--- config.mk ---
export PLATFORM = sky130hd
export DESIGN_NAME = bmp8_emit
export DESIGN_NICKNAME = d
export VERILOG_FILES = /design/src/sv/bmp8_pkg.sv /design/src/sv/bmp8_emit.sv
export SDC_FILE = /design/constraint.sdc
export NUM_CORES = 1
export LEC_CHECK = 0
export ABC_AREA = 1
export BUFFER_PORTS_ARGS = -buffer_cell sky130_fd_sc_hd__buf_2
export CAP_MARGIN = 0
export CELL_PAD_IN_SITES_DETAIL_PLACEMENT = 2
export CELL_PAD_IN_SITES_GLOBAL_PLACEMENT = 2
export CORE_UTILIZATION = 32
export DETAILED_ROUTE_END_ITERATION = 7
export GPL_ROUTABILITY_DRIVEN = 0
export PLACE_DENSITY_LB_ADDON = 0.1
export SYNTH_ARGS = -nofsm -noshare
export SYNTH_HDL_FRONTEND = slang
export SYNTH_SLANG_ARGS = --single-unit
--- constraint.sdc ---
create_clock -name clk -period 5 [get_ports clk]
set_clock_uncertainty 0.05 [all_clocks]
set_input_delay 0.25 -clock clk [delete_from_list [all_inputs] [get_ports clk]]
set_output_delay 0.25 -clock clk [all_outputs]
set_load 0.01 [all_outputs]
--- src/sv/bmp8_pkg.sv ---
// Shared types and constants for the 8-bit palettized BMP stream decoder.
// Used by bmp8_parse, bmp8_emit and bmp8_stream_decoder; depends on nothing.
`default_nettype none

package bmp8_pkg;

  localparam int DEF_MAX_WIDTH   = 4096;
  localparam int DEF_MAX_HEIGHT  = 4096;
  localparam int DEF_PAL_ENTRIES = 256;

  localparam int HDR_LAST     = 53;
  localparam int MIN_INFO     = 40;
  localparam int FULL_PALETTE = 256;
  localparam int PAL_BASE     = 14;
  localparam int BPP_8        = 8;

  localparam int OFF_SIG    = 0;
  localparam int OFF_DATA   = 10;
  localparam int OFF_INFO   = 14;
  localparam int OFF_WIDTH  = 18;
  localparam int OFF_HEIGHT = 22;
  localparam int OFF_BPP    = 28;
  localparam int OFF_COMP   = 30;
  localparam int OFF_PCNT   = 46;
  localparam int OFF_PEND   = 50;

  localparam logic [7:0] SIG_B = 8'h42;
  localparam logic [7:0] SIG_M = 8'h4D;

  localparam int COORD_W    = 12;
  localparam int COLOR_W    = 32;
  localparam int PAL_W      = 24;
  localparam int OUT_DATA_W = 2 * COORD_W + COLOR_W;

  localparam logic [COLOR_W-1:0] ALPHA_OPAQUE = 32'hFF00_0000;
  localparam logic [7:0]         ALPHA_BYTE   = 8'hFF;

  typedef enum logic [2:0] {
    ST_PIXEL       = 3'd0,
    ST_COMPLETE    = 3'd1,
    ST_NOT_BMP     = 3'd2,
    ST_SMALL_HDR   = 3'd3,
    ST_UNSUPPORTED = 3'd4,
    ST_TOO_LARGE   = 3'd5,
    ST_BAD_LAYOUT  = 3'd6,
    ST_TRUNCATED   = 3'd7
  } status_t;

  typedef struct packed {
    logic                is_pix;
    logic                use_pal;
    logic [COORD_W-1:0]  x;
    logic [COORD_W-1:0]  y;
    status_t             status;
    logic                done;
  } item_t;

endpackage

`default_nettype wire

--- src/sv/bmp8_emit.sv ---
// Result stage: pairs each item with its registered palette read, then forms the ARGB result.
// Depends on bmp8_pkg; holds the output register toward the result channel.
`default_nettype none

module bmp8_emit (
  input  wire logic                              clk,
  input  wire logic                              rst_n,
  input  wire logic                              push,
  input  wire bmp8_pkg::item_t                   push_item,
  input  wire logic [bmp8_pkg::PAL_W-1:0]        pal_rdata,
  output logic                                   can_take,
  output logic                                   out_valid,
  output logic [bmp8_pkg::OUT_DATA_W-1:0]        out_data,
  output logic [2:0]                             out_status,
  output logic                                   out_last,
  input  wire logic                              out_ready
);

  logic                           s1_valid_r;
  bmp8_pkg::item_t                s1_item_r;
  logic                           out_valid_r;
  logic [bmp8_pkg::OUT_DATA_W-1:0] data_r, data_nxt;
  logic [2:0]                     status_r;
  logic                           last_r;
  logic                           s1_adv;
  logic [bmp8_pkg::COLOR_W-1:0]   color;

  assign s1_adv   = ~out_valid_r | out_ready;
  assign can_take = ~s1_valid_r | s1_adv;

  always_comb begin
    if (!s1_item_r.is_pix) begin
      color = '0;
    end else if (s1_item_r.use_pal) begin
      color = {bmp8_pkg::ALPHA_BYTE, pal_rdata};
    end else begin
      color = bmp8_pkg::ALPHA_OPAQUE;
    end
    data_nxt = {color, s1_item_r.y, s1_item_r.x};
  end

  always_ff @(posedge clk) begin
    if (!rst_n) begin
      s1_valid_r  <= 1'b0;
      out_valid_r <= 1'b0;
    end else begin
      if (can_take) begin
        s1_valid_r <= push;
      end
      if (s1_adv) begin
        out_valid_r <= s1_valid_r;
      end
    end
  end

  always_ff @(posedge clk) begin
    if (can_take) begin
      s1_item_r <= push_item;
    end
    if (s1_adv && s1_valid_r) begin
      data_r   <= data_nxt;
      status_r <= s1_item_r.status;
      last_r   <= s1_item_r.done;
    end
  end

  assign out_valid  = out_valid_r;
  assign out_data   = data_r;
  assign out_status = status_r;
  assign out_last   = last_r;

endmodule

`default_nettype wire

==> results.txt <==
Status - completed
Total power - 1440 uW
Row count - 34
Switching power share of the total - 20.7%
Reg area - 0.00253 mm^2
Tcrit/Tclk final - 37.4%
CTS tree - done
Placed inst area - 0.00357 mm^2
Worst path arrival time - 1.57 ns
PortBufs - 119
Die W - 97.1 um
Antenna violations before repair - 0
Clock sink total - 85
Iteration-0 DRC Markers - 31
Die Y - 97.1 um
First-pass GRT wire length - 8.95 mm
Crit-path slowest cell - buf_4
Mapped Area - 0.00289 mm^2
Clock share of power - 36.1%
CTS H-tree lvls - 3
Clock buffer count from CTS - 9
NumNets Final - 333
Vias in the first global route - 1741
CTS max path bufs - 2
Io pins - 120
Max_slew headroom - 52.5%
DIE AREA - 0.00942 mm^2
Worst-Margin Slew - 0.710 ns
CP Launch Type - flip-flop
R2r endpoint - out_data[5]
Worst R2R Path Depth - 2
Synth-to-layout area growth - 31.1%
Pleak - 0.00163 uW
Initial Util - 33.2%
Sequential Power Share - 57.8%
Max Clk Rate - 0.535 GHz
DP HPWL - 4.07 mm
Clk_lat worst skew - 0.33 ns
Syn Inst Count - 152
CP required - 4.70 ns
Crit path capture type - primary output
Final setup margin - 3.13 ns
Internal - 1140 uW
Setup_tns - 0 ns
MaxCap Viol Count - 0
Max-slew violations - 0
Vias per cell - 4.15
Hold buffers post-CTS - 0
RSZ-0062 raised after global routing - no
Place WS - 3.42 ns
Number of synthesized register bits - 85
Switching pwr - 298 uW
Worst-path cell chain - nand3_1 -> buf_4 -> buf_2
Final hold violations - 0
Largest net degree at the start of global routing - 54
Syn avg cell area - 19.0 um^2
Vias after detailed routing - 1610
Register clock-pin slew on the reported worst setup and hold paths - 0.08 ns
Flop-to-flop setup slack - 3.47 ns
Seq/Total Area, Yosys - 87.5%
Synth warn - 0
Synth cell types - 12
Pwr per Cell Area - 380 mW/mm^2
Total GRT Usage - 12.9%
Antenna Cells - 0
Fillcell total - 879
Min cycle time layout - 1.87 ns
Core area - 0.00872 mm^2
Worst Setup Path Type - reg -> out
Largest stage delay on the critical path - 0.40 ns
Worst vdd ir - 0.173 mV
Setup Fix Bufs, Post-CTS - 0
Crit path from - out_valid
CP Capture Point - can_take
Worst hold path class - in -> reg
Multi-input logic area - 191 um^2
Cts repair resizes - 0
Fin area - 0.00379 mm^2
Post-route ant nets - 0
R2R Path Start - out_valid
Share of cells above drive strength 1 - 56.1%
Total grt overflow - 0
Final setup vio count - 0
Wire per inst - 14.9 um
CP max FO - 28
Drt drc - 0
Syn_nets - 210
DR pass1 iterations - 4
Routed WL - 5.77 mm
CTS root buf - clkbuf_8
Comb pwr share - 6.1%
==> state kept, by name, summed over array words and instances, names as in the netlist <==
name        flops
out_data       49
data_nxt       24
s1_item_r       6
out_status      3
out_last        1
out_valid       1
s1_valid_r      1
==> placed cells by master, fill, tap and decap left out <==
cell type | synthesis | layout
buf_2 | 0 | 119
edfxtp_1 | 83 | 83
inv_1 | 28 | 28
nor2_2 | 18 | 18
clkbuf_8 | 0 | 9
nor2_1 | 4 | 4
nor2_4 | 2 | 2
a21oi_1 | 3 | 2
clkbuf_1 | 0 | 2
clkinv_4 | 0 | 2
bufinv_16 | 0 | 2
dfxtp_1 | 2 | 2
buf_4 | 7 | 2
nand3_1 | 1 | 1
a21oi_4 | 0 | 1
nand2_2 | 1 | 1
nand2_1 | 1 | 1
clkinvlp_4 | 0 | 1
==> stage by stage <==
| stage | utilization [%] | std cells | hold slack (ns) |
|---|---|---|---|
| CTS | 43.5 | 388 | 0.0103 |
| floorplan | - | 152 | 0.299 |
| detailed placement | 41.0 | 372 | 0.358 |
| global placement | 41.0 | 372 | 0.350 |
| global route | 43.5 | 388 | 0.0101 |
| finish | 43.5 | 388 | 0.0337 |
==> worst min path at each step <==
stage	from	end	slack (ns)	cells after the start
2_1_floorplan	push_item[16]	data_nxt[0]	0.30	0
3_3_place_gp	data_nxt[8]	out_data[8]	0.35	0
3_5_place_dp	data_nxt[14]	out_data[14]	0.36	0
4_1_cts	push_item[2]	s1_item_r[2]	0.01	1
5_1_grt	push_item[14]	data_nxt[22]	0.01	1
6_report	push_item[25]	data_nxt[9]	0.03	1
==> routing by layer <==
| metal | wire length, um | vias up | GRT usage (%) | share of wire, % |
|---|---|---|---|---|
| met4 | 93 | 0 | 6.20 | 1.6 |
| met3 | 465 | 6 | 4.60 | 8.1 |
| li1 | - | 756 | - | - |
| met2 | 3080 | 64 | 22.9 | 53 |
| met1 | 2130 | 784 | 13.6 | 37 |
| met5 | 0 | - | 0 | 0 |
==> cell usage after synthesis <==
cell | number | area share, %
edfxtp_1 | 83 | 86
inv_1 | 28 | 3.6
nor2_2 | 18 | 3.9
buf_4 | 7 | 1.8
nor2_1 | 4 | 0.52
a21oi_1 | 3 | 0.52
buf_6 | 2 | 0.78
dfxtp_1 | 2 | 1.4
nor2_4 | 2 | 0.78
nand2_1 | 1 | 0.13
nand2_2 | 1 | 0.22
nand3_1 | 1 | 0.17
==> cell type report <==
| type | count | area share [%] |
|---|---|---|
| multi-input cells | 30 | 5.05 |
| well taps | 108 | 3.56 |
| repair buffers | 121 | 16.1 |
| clock buffers | 11 | 3.47 |
| clock inverters | 5 | 2.24 |
| flip-flops and latches | 85 | 66.8 |
| inverters | 28 | 2.77 |
==> power by group through the flow <==
| stage | Sequential (uW) | Combinational (uW) | Clock (uW) |
|---|---|---|---|
| finish | 832 | 87.4 | 520 |
| CTS | 833 | 90.4 | 544 |
| global placement | 846 | 87.4 | 0 |
| detailed placement | 849 | 90.0 | 0 |
| floorplan | 859 | 29.9 | 0 |
| global route | 837 | 96.3 | 565 |
==> kinds of logic (layout without fill, tap and decap cells) <==
| kind of cell | count (synthesis) | count (layout) | share of synthesized area, % |
|---|---|---|---|
| simple gates | 27 | 27 | 5.71 |
| flops | 85 | 85 | 87.5 |
| buf+inv | 37 | 165 | 6.23 |
| compound gates | 3 | 3 | 0.519 |
==> critical path: cells and delay by family, from the launching register on <==
family / cells / cell delay [ns]
buffers and inverters: 2 / 0.60
flip-flops: 1 / 0.37
AND/OR/NAND/NOR: 1 / 0.26
(Power assumes the default switching activity.)
