<file path="config.mk">
export PLATFORM = sky130hd
export DESIGN_NAME = bmp8_parse
export DESIGN_NICKNAME = d
export VERILOG_FILES = /design/src/sv/bmp8_pkg.sv /design/src/sv/bmp8_parse.sv
export SDC_FILE = /design/constraint.sdc
export NUM_CORES = 1
export LEC_CHECK = 0
export BUFFER_PORTS_ARGS = -buffer_cell sky130_fd_sc_hd__buf_4
export CAP_MARGIN = 20
export CORE_MARGIN = 4
export CORE_UTILIZATION = 44
export DETAILED_ROUTE_END_ITERATION = 8
export GPL_TIMING_DRIVEN = 0
export PLACE_DENSITY = 0.67
export SYNTH_ARGS = -nofsm -noshare
export SYNTH_HDL_FRONTEND = slang
export SYNTH_SLANG_ARGS = --single-unit
</file>
<file path="constraint.sdc">
create_clock -name clk -period 9 [get_ports clk]
set_input_delay 0.9 -clock clk [delete_from_list [all_inputs] [get_ports clk]]
set_output_delay 0.9 -clock clk [all_outputs]
set_load 0.01 [all_outputs]
</file>
<file path="src/sv/bmp8_pkg.sv">
// Shared types and constants for the 8-bit palettized BMP stream decoder.
// Used by bmp8_parse, bmp8_emit and bmp8_stream_decoder; depends on nothing.
`default_nettype none

package bmp8_pkg;

  localparam int DEF_MAX_WIDTH   = 4096;
  localparam int DEF_MAX_HEIGHT  = 4096;
  localparam int DEF_PAL_ENTRIES = 256;

  localparam int HDR_LAST     = 53;
  localparam int MIN_INFO     = 40;
  localparam int FULL_PALETTE = 256;
  localparam int PAL_BASE     = 14;
  localparam int BPP_8        = 8;

  localparam int OFF_SIG    = 0;
  localparam int OFF_DATA   = 10;
  localparam int OFF_INFO   = 14;
  localparam int OFF_WIDTH  = 18;
  localparam int OFF_HEIGHT = 22;
  localparam int OFF_BPP    = 28;
  localparam int OFF_COMP   = 30;
  localparam int OFF_PCNT   = 46;
  localparam int OFF_PEND   = 50;

  localparam logic [7:0] SIG_B = 8'h42;
  localparam logic [7:0] SIG_M = 8'h4D;

  localparam int COORD_W    = 12;
  localparam int COLOR_W    = 32;
  localparam int PAL_W      = 24;
  localparam int OUT_DATA_W = 2 * COORD_W + COLOR_W;

  localparam logic [COLOR_W-1:0] ALPHA_OPAQUE = 32'hFF00_0000;
  localparam logic [7:0]         ALPHA_BYTE   = 8'hFF;

  typedef enum logic [2:0] {
    ST_PIXEL       = 3'd0,
    ST_COMPLETE    = 3'd1,
    ST_NOT_BMP     = 3'd2,
    ST_SMALL_HDR   = 3'd3,
    ST_UNSUPPORTED = 3'd4,
    ST_TOO_LARGE   = 3'd5,
    ST_BAD_LAYOUT  = 3'd6,
    ST_TRUNCATED   = 3'd7
  } status_t;

  typedef struct packed {
    logic                is_pix;
    logic                use_pal;
    logic [COORD_W-1:0]  x;
    logic [COORD_W-1:0]  y;
    status_t             status;
    logic                done;
  } item_t;

endpackage

`default_nettype wire

</file>
<file path="src/sv/bmp8_parse.sv">
// Byte parser: header capture and checks, palette loading, pixel position tracking.
// Depends on bmp8_pkg; drives the palette RAM ports and the result stage.
`default_nettype none

module bmp8_parse #(
  parameter int MAX_WIDTH       = bmp8_pkg::DEF_MAX_WIDTH,
  parameter int MAX_HEIGHT      = bmp8_pkg::DEF_MAX_HEIGHT,
  parameter int PALETTE_ENTRIES = bmp8_pkg::DEF_PAL_ENTRIES
) (
  input  wire logic                                 clk,
  input  wire logic                                 rst_n,
  input  wire logic                                 take,
  input  wire logic [7:0]                           in_byte,
  input  wire logic                                 in_sof,
  input  wire logic                                 in_eof,
  output logic                                      res_valid,
  output bmp8_pkg::item_t                           res,
  output logic                                      ram_we,
  output logic [$clog2(PALETTE_ENTRIES)-1:0]        ram_waddr,
  output logic [bmp8_pkg::PAL_W-1:0]                ram_wdata,
  output logic                                      ram_re,
  output logic [$clog2(PALETTE_ENTRIES)-1:0]        ram_raddr
);

  localparam int AW = $clog2(PALETTE_ENTRIES);
  localparam int EW = $clog2(PALETTE_ENTRIES + 1);
  localparam int CW = $clog2(MAX_WIDTH + 4);
  localparam int HW = $clog2(MAX_HEIGHT + 1);

  typedef enum logic [4:0] {
    PH_HEADER  = 5'b00001,
    PH_PALETTE = 5'b00010,
    PH_PIXELS  = 5'b00100,
    PH_DONE    = 5'b01000,
    PH_ERROR   = 5'b10000
  } phase_t;

  function automatic logic [31:0] put_byte(input logic [31:0] word, input logic [5:0] hpos,
                                           input logic [5:0] base, input logic [7:0] b);
    logic [31:0] w;
    logic [5:0]  rel;
    w   = word;
    rel = hpos - base;
    if (hpos >= base && rel < 6'd4) begin
      w[8*rel[1:0] +: 8] = b;
    end
    return w;
  endfunction

  phase_t        phase_r, phase_nxt;
  logic [31:0]   pos_r, pos_nxt;
  logic [EW-1:0] ent_r, ent_nxt;
  logic [CW-1:0] col_r, col_nxt;
  logic [HW-1:0] row_r, row_nxt;

  logic [15:0]   sig_r, sig_nxt;
  logic [31:0]   dstart_r, dstart_nxt;
  logic [31:0]   info_r, info_nxt;
  logic [31:0]   wraw_r, wraw_nxt;
  logic [31:0]   hraw_r, hraw_nxt;
  logic [15:0]   bpp_r, bpp_nxt;
  logic [31:0]   comp_r, comp_nxt;
  logic [31:0]   pcnt_r, pcnt_nxt;
  logic [32:0]   pbeg_r, pbeg_nxt;
  logic [33:0]   pend_r, pend_nxt;
  logic [CW-1:0] width_r, width_nxt;
  logic [CW-1:0] rowb_r, rowb_nxt;
  logic [HW-1:0] height_r, height_nxt;
  logic          bu_r, bu_nxt;
  logic [7:0]    pb_r, pb_nxt;
  logic [7:0]    pg_r, pg_nxt;

  phase_t           cur_phase;
  logic [31:0]      cur_pos;
  logic [5:0]       hpos;
  logic [31:0]      mag;
  logic [8:0]       cnt;
  logic [CW-1:0]    wsum;
  bmp8_pkg::status_t hdr_st;
  logic             hdr_bad;
  logic             pix_go;
  logic             in_pal;
  logic [9:0]       off;
  logic [CW-1:0]    col1;
  logic             wrap;
  logic             done;
  logic [HW-1:0]    ypos;
  logic             hit;

  assign mag  = hraw_r[31] ? (32'd0 - hraw_r) : hraw_r;
  assign cnt  = (pcnt_r == 32'd0 || pcnt_r > 32'(bmp8_pkg::FULL_PALETTE)) ?
                9'(bmp8_pkg::FULL_PALETTE) : pcnt_r[8:0];
  assign wsum = CW'(wraw_r) + CW'(3);

  always_comb begin
    hdr_bad = 1'b1;
    hdr_st  = bmp8_pkg::ST_PIXEL;
    priority if (sig_r != {bmp8_pkg::SIG_M, bmp8_pkg::SIG_B}) begin
      hdr_st = bmp8_pkg::ST_NOT_BMP;
    end else if (info_r < 32'(bmp8_pkg::MIN_INFO)) begin
      hdr_st = bmp8_pkg::ST_SMALL_HDR;
    end else if (bpp_r != 16'(bmp8_pkg::BPP_8) || comp_r != 32'd0 || wraw_r == 32'd0 ||
                 wraw_r[31] || hraw_r == 32'd0) begin
      hdr_st = bmp8_pkg::ST_UNSUPPORTED;
    end else if (wraw_r > 32'(MAX_WIDTH) || mag > 32'(MAX_HEIGHT)) begin
      hdr_st = bmp8_pkg::ST_TOO_LARGE;
    end else if (34'(dstart_r) < pend_r) begin
      hdr_st = bmp8_pkg::ST_BAD_LAYOUT;
    end else begin
      hdr_bad = 1'b0;
    end
  end

  always_comb begin
    phase_nxt  = phase_r;
    pos_nxt    = pos_r;
    ent_nxt    = ent_r;
    col_nxt    = col_r;
    row_nxt    = row_r;
    sig_nxt    = sig_r;
    dstart_nxt = dstart_r;
    info_nxt   = info_r;
    wraw_nxt   = wraw_r;
    hraw_nxt   = hraw_r;
    bpp_nxt    = bpp_r;
    comp_nxt   = comp_r;
    pcnt_nxt   = pcnt_r;
    pbeg_nxt   = pbeg_r;
    pend_nxt   = pend_r;
    width_nxt  = width_r;
    rowb_nxt   = rowb_r;
    height_nxt = height_r;
    bu_nxt     = bu_r;
    pb_nxt     = pb_r;
    pg_nxt     = pg_r;

    cur_phase = in_sof ? PH_HEADER : phase_r;
    cur_pos   = in_sof ? 32'd0 : pos_r;
    hpos      = cur_pos[5:0];
    pix_go    = 1'b0;
    in_pal    = (pos_r >= pbeg_r[31:0]) && (pos_r < pend_r[31:0]);
    off       = pos_r[9:0] - pbeg_r[9:0];
    col1      = col_r + CW'(1);
    wrap      = col1 >= rowb_r;
    done      = wrap && (HW'(row_r + HW'(1)) >= height_r);
    ypos      = bu_r ? HW'(height_r - HW'(1) - row_r) : row_r;
    hit       = 9'(in_byte) < 9'(ent_r);

    res_valid      = 1'b0;
    res.is_pix     = 1'b0;
    res.use_pal    = 1'b0;
    res.x          = '0;
    res.y          = '0;
    res.status     = bmp8_pkg::ST_PIXEL;
    res.done       = 1'b0;
    ram_we         = 1'b0;
    ram_waddr      = off[AW+1:2];
    ram_wdata      = {in_byte, pg_r, pb_r};
    ram_re         = 1'b0;
    ram_raddr      = in_byte[AW-1:0];

    if (take) begin
      if (in_sof) begin
        phase_nxt = PH_HEADER;
        pos_nxt   = 32'd0;
        ent_nxt   = '0;
        col_nxt   = '0;
        row_nxt   = '0;
      end
      unique case (cur_phase)
        PH_HEADER: begin
          pos_nxt    = cur_pos + 32'd1;
          sig_nxt    = 16'(put_byte({16'd0, sig_r}, hpos, 6'(bmp8_pkg::OFF_SIG), in_byte));
          dstart_nxt = put_byte(dstart_r, hpos, 6'(bmp8_pkg::OFF_DATA), in_byte);
          info_nxt   = put_byte(info_r, hpos, 6'(bmp8_pkg::OFF_INFO), in_byte);
          wraw_nxt   = put_byte(wraw_r, hpos, 6'(bmp8_pkg::OFF_WIDTH), in_byte);
          hraw_nxt   = put_byte(hraw_r, hpos, 6'(bmp8_pkg::OFF_HEIGHT), in_byte);
          bpp_nxt    = 16'(put_byte({16'd0, bpp_r}, hpos, 6'(bmp8_pkg::OFF_BPP), in_byte));
          comp_nxt   = put_byte(comp_r, hpos, 6'(bmp8_pkg::OFF_COMP), in_byte);
          pcnt_nxt   = put_byte(pcnt_r, hpos, 6'(bmp8_pkg::OFF_PCNT), in_byte);
          if (hpos == 6'(bmp8_pkg::OFF_WIDTH)) begin
            pbeg_nxt = 33'(info_r) + 33'(bmp8_pkg::PAL_BASE);
          end
          if (hpos == 6'(bmp8_pkg::OFF_PEND)) begin
            pend_nxt = 34'(pbeg_r) + 34'({cnt, 2'b00});
          end
          if (hpos == 6'(bmp8_pkg::HDR_LAST)) begin
            if (hdr_bad) begin
              phase_nxt  = PH_ERROR;
              res_valid  = 1'b1;
              res.status = hdr_st;
            end else begin
              phase_nxt  = PH_PALETTE;
              width_nxt  = CW'(wraw_r);
              rowb_nxt   = {wsum[CW-1:2], 2'b00};
              height_nxt = HW'(mag);
              bu_nxt     = ~hraw_r[31];
            end
          end else if (in_eof) begin
            phase_nxt  = PH_ERROR;
            res_valid  = 1'b1;
            res.status = bmp8_pkg::ST_NOT_BMP;
          end
        end
        PH_PALETTE: begin
          if (pos_r >= dstart_r) begin
            pix_go = 1'b1;
          end else begin
            pos_nxt = pos_r + 32'd1;
            if (in_pal && (9'(off[9:2]) < 9'(PALETTE_ENTRIES))) begin
              unique case (off[1:0])
                2'd0: pb_nxt = in_byte;
                2'd1: pg_nxt = in_byte;
                2'd2: ram_we = 1'b1;
                2'd3: ent_nxt = EW'(9'(off[9:2]) + 9'd1);
                default: ;
              endcase
            end
          end
        end
        PH_PIXELS: pix_go = 1'b1;
        PH_DONE, PH_ERROR: ;
        default: ;
      endcase

      if (pix_go) begin
        col_nxt   = wrap ? '0 : col1;
        row_nxt   = wrap ? HW'(row_r + HW'(1)) : row_r;
        phase_nxt = done ? PH_DONE : PH_PIXELS;
        if (col_r < width_r) begin
          res_valid   = 1'b1;
          res.is_pix  = 1'b1;
          res.use_pal = hit;
          res.x       = bmp8_pkg::COORD_W'(col_r);
          res.y       = bmp8_pkg::COORD_W'(ypos);
          res.done    = done;
          ram_re      = hit;
        end else if (done) begin
          res_valid  = 1'b1;
          res.status = bmp8_pkg::ST_COMPLETE;
          res.done   = 1'b1;
        end
      end

      if (in_eof && (phase_nxt == PH_PALETTE || phase_nxt == PH_PIXELS)) begin
        phase_nxt   = PH_ERROR;
        res_valid   = 1'b1;
        res.is_pix  = 1'b0;
        res.use_pal = 1'b0;
        res.x       = '0;
        res.y       = '0;
        res.status  = bmp8_pkg::ST_TRUNCATED;
        res.done    = 1'b0;
      end
    end
  end

  always_ff @(posedge clk) begin
    if (!rst_n) begin
      phase_r <= PH_HEADER;
      pos_r   <= '0;
      ent_r   <= '0;
      col_r   <= '0;
      row_r   <= '0;
    end else begin
      phase_r <= phase_nxt;
      pos_r   <= pos_nxt;
      ent_r   <= ent_nxt;
      col_r   <= col_nxt;
      row_r   <= row_nxt;
    end
  end

  always_ff @(posedge clk) begin
    sig_r    <= sig_nxt;
    dstart_r <= dstart_nxt;
    info_r   <= info_nxt;
    wraw_r   <= wraw_nxt;
    hraw_r   <= hraw_nxt;
    bpp_r    <= bpp_nxt;
    comp_r   <= comp_nxt;
    pcnt_r   <= pcnt_nxt;
    pbeg_r   <= pbeg_nxt;
    pend_r   <= pend_nxt;
    width_r  <= width_nxt;
    rowb_r   <= rowb_nxt;
    height_r <= height_nxt;
    bu_r     <= bu_nxt;
    pb_r     <= pb_nxt;
    pg_r     <= pg_nxt;
  end

endmodule

`default_nettype wire

</file>
==> metrics.cfg <==
[yosys]
synth_mux_area_share_pct = 1.196
synth_simple_gate_area_share_pct = 17.40
netlist_instances = 2433
synth-xor-area-share_pct = 4.559
synth_common_cells = edfxtp_1 (345), ha_1 (203), inv_1 (202)
synth.area.top_cells = edfxtp_1 (42%), ha_1 (10%), dfxtp_1 (5.8%)
seq_area_frac_synth_pct = 47.61
synth_compound_area_share_pct = 13.67
yosys.area_share.adder_pct = 10.49
synth_area_leader_cell = edfxtp_1
ys_warn_count = 0
synth_top_cell_area_share_pct = 41.80
synth_most_common_cell = edfxtp_1
netlist_area_um2 = 24790
synth_top_family_by_area = simple AND/OR/NAND/NOR gates
yosys.cell_types.count = 78
postSynthAreaPerCell_um2 = 10.19
synth_fp_nets = 2652
synth-seq-cells = 417
synth_ff_type = edfxtp_1
postSynth.asyncResetShare_pct = 0
synth_edf_count = 345

[grt]
gr-usage-all-layers_pct = 24.44
grt_antenna_before_repair = 2
grt_pass1_wl_mm = 114.2
grt_max_degree = 16
gr-total-overflow = 0
grt_pass1_vias = 19240

[setup_path]
cp-start-kind = flip-flop
critPathMaxFanout = 10
critPathCaptureType = primary output
critical_path_class = reg -> out
worstPathArrival_ps = 5920
required_ps = 8100

[final_layout]
stdcell_count = 3373
seq_area_um2 = 11800
drive_above_1_share_pct = 8.838
num-fill-cells = 4913
multi_input_area_um2 = 11770
finish.utilization_pct = 50.56
fin_nets = 2811
syn_to_final_growth_pct = 13.05
diodes = 0

[timing]
grt_setup_unrepaired = no
hold_viol = 0
relSlewSlack_pct = 28.74
worst_pin_slew_ps = 1069
finalMaxSlewViolations = 0
finClkSkew_ps = 16.26
finalSetupTns_ps = 0
max_freq_ghz = 0.1467
min_period_over_period_pct = 75.75
post-route-worst-setup-slack_ps = 2182
setup_viol = 0
finalCriticalPeriod_ps = 6818

[clock_network]
clockRootBuffer = clkbuf_16
htreeDepth = 2
post_cts_resized = 0
cts.path.max_buffers = 3
postCtsHoldBufs = 0
clk_latency_ps = 580
path_clk_slew_ps = 70
numCtsBuffers = 43
cts_setup_buffers = 0
clock-sinks = 417
cts_tree = built

[floorplanning]
ios = 86
fp.dieW_um = 245.3
rows = 86
die_h_um = 245.3
core_area_um2 = 55420
start_util_pct = 44.73
dieArea_um2 = 60190

[power_and_ir_drop]
p_leak_uw = 0.01073
irDropWorstVdd_mv = 0.1213
power_density_nw_per_um2 = 145.5

[route]
ant_nets = 0
vias = 20150
drt_wl_total_mm = 75.45
routed_via_density = 5.975
drc = 0
routedWlPerCell_um = 22.37
drt_first_pass_iters = 5
drt_iter0_drc = 2157

[run]
cap_violations = 0

[placement]
place_congestion = 0.9669
dp_hpwl_mm = 57.74
dp_slack_ps = 2352
io_buffers = 84
placed_cells_incl_taps = 3287

[worst_hold_path]
hold_class = reg -> reg

[outcome]
status = finished, final reports clean

## sequential cells by signal, summed over array words and instances, names as in the netlist, 13 cells and up
register  count
pos_r        32
hraw_r       32
info_r       32
dstart_r     32
bpp_r        16
row_r        13
comp_r       32
wraw_r       32
width_r      13
col_r        13
pcnt_r       32
pend_r       34
pbeg_r       33
height_r     13
sig_r        16
## layout make-up
type | count | area share, %
Sequential cell | 417 | 42.12
Multi-Input combinational cell | 1702 | 42.00
Clock buffer | 53 | 4.050
Tap cell | 748 | 3.340
Timing Repair Buffer | 114 | 3.059
Inverter | 203 | 2.719
Buffer | 111 | 1.764
Clock inverter | 25 | 0.9556
## per-stage QoR
step / hold WS (ps) / power, uW / area, um^2
after floorplan: 400.3 / 2228 / 24790
after global placement: 406.7 / 2310 / 26350
after detailed placement: 404.5 / 2313 / 26570
after CTS: 415.2 / 4097 / 27970
after global routing: 432.6 / 4187 / 28020
final: 415.3 / 4078 / 28020
## logic make-up (layout without fill, tap and decap cells)
kind of cell             after synthesis  after routing
AND/OR/NAND/NOR                      815            815
flip-flops                           417            417
AO/OA/AOI/OAI                        523            523
buffers and inverters                314            506
XOR/XNOR                             129            129
multiplexers                          29             29
adder cells (fa/ha/maj)              206            206
## worst max-delay path, cell delays in order (launching register included)
cell and delay (ps):
dfxtp_1 500, ha_1 350, and3_1 300, and3_1 300, and3_1 280, nand3_1 110, xnor2_1 220, ha_1 230
a31oi_1 50, nand2_1 80, o21ai_0 80, a31oi_1 770, o21ai_0 450, mux2_2 400, o21a_2 280, buf_6 180
a2111oi_0 530, buf_4 230
## layer usage
layer  global-route usage, %  part of all wire (%)  wire length, um
met1                   33.90                    43            32390
met2                   38.77                    45            33730
met3                   4.056                   8.6             6479
met4                   9.061                   3.8             2852
met5                       0                     0                0
## where the power goes
group	switching, uW	internal, uW	total [uW]
combinational	133	51.0	184
sequential	9.01	2080	2090
clock	780	1020	1800
## final timing paths
kind	start	to	slack, ps	cells past startpoint
min reg2reg	info_r[0]	pbeg_r[0]	420	0
min	info_r[0]	pbeg_r[0]	420	0
max	col_r[0]	res[6]	2180	17
max reg2reg	hraw_r[1]	rowb_r[5]	3700	13
## placed cells by master (no fill, tap or decap), drive strengths merged, types with 8 or more instances in the layout
cell,count
nor3,71
a311oi,14
a22oi,15
nand4,49
nand2b,20
or4,15
o211ai,25
nand2,156
a211oi,14
clkbuf,141
a21oi,122
nor2,160
nor2b,23
nor4,63
and3,60
nand3,78
o21ai,124
xnor2,101
o21a,17
o31ai,13
inv,204
clkinv,18
a31oi,39
dfxtp,72
nor3b,20
nor4b,8
o2111ai,9
ha,203
a21o,49
edfxtp,345
nand3b,8
and2,37
and4,13
xor2,28
buf,137
or3,13
mux2i,24
Power figures use the tool's default switching activity.
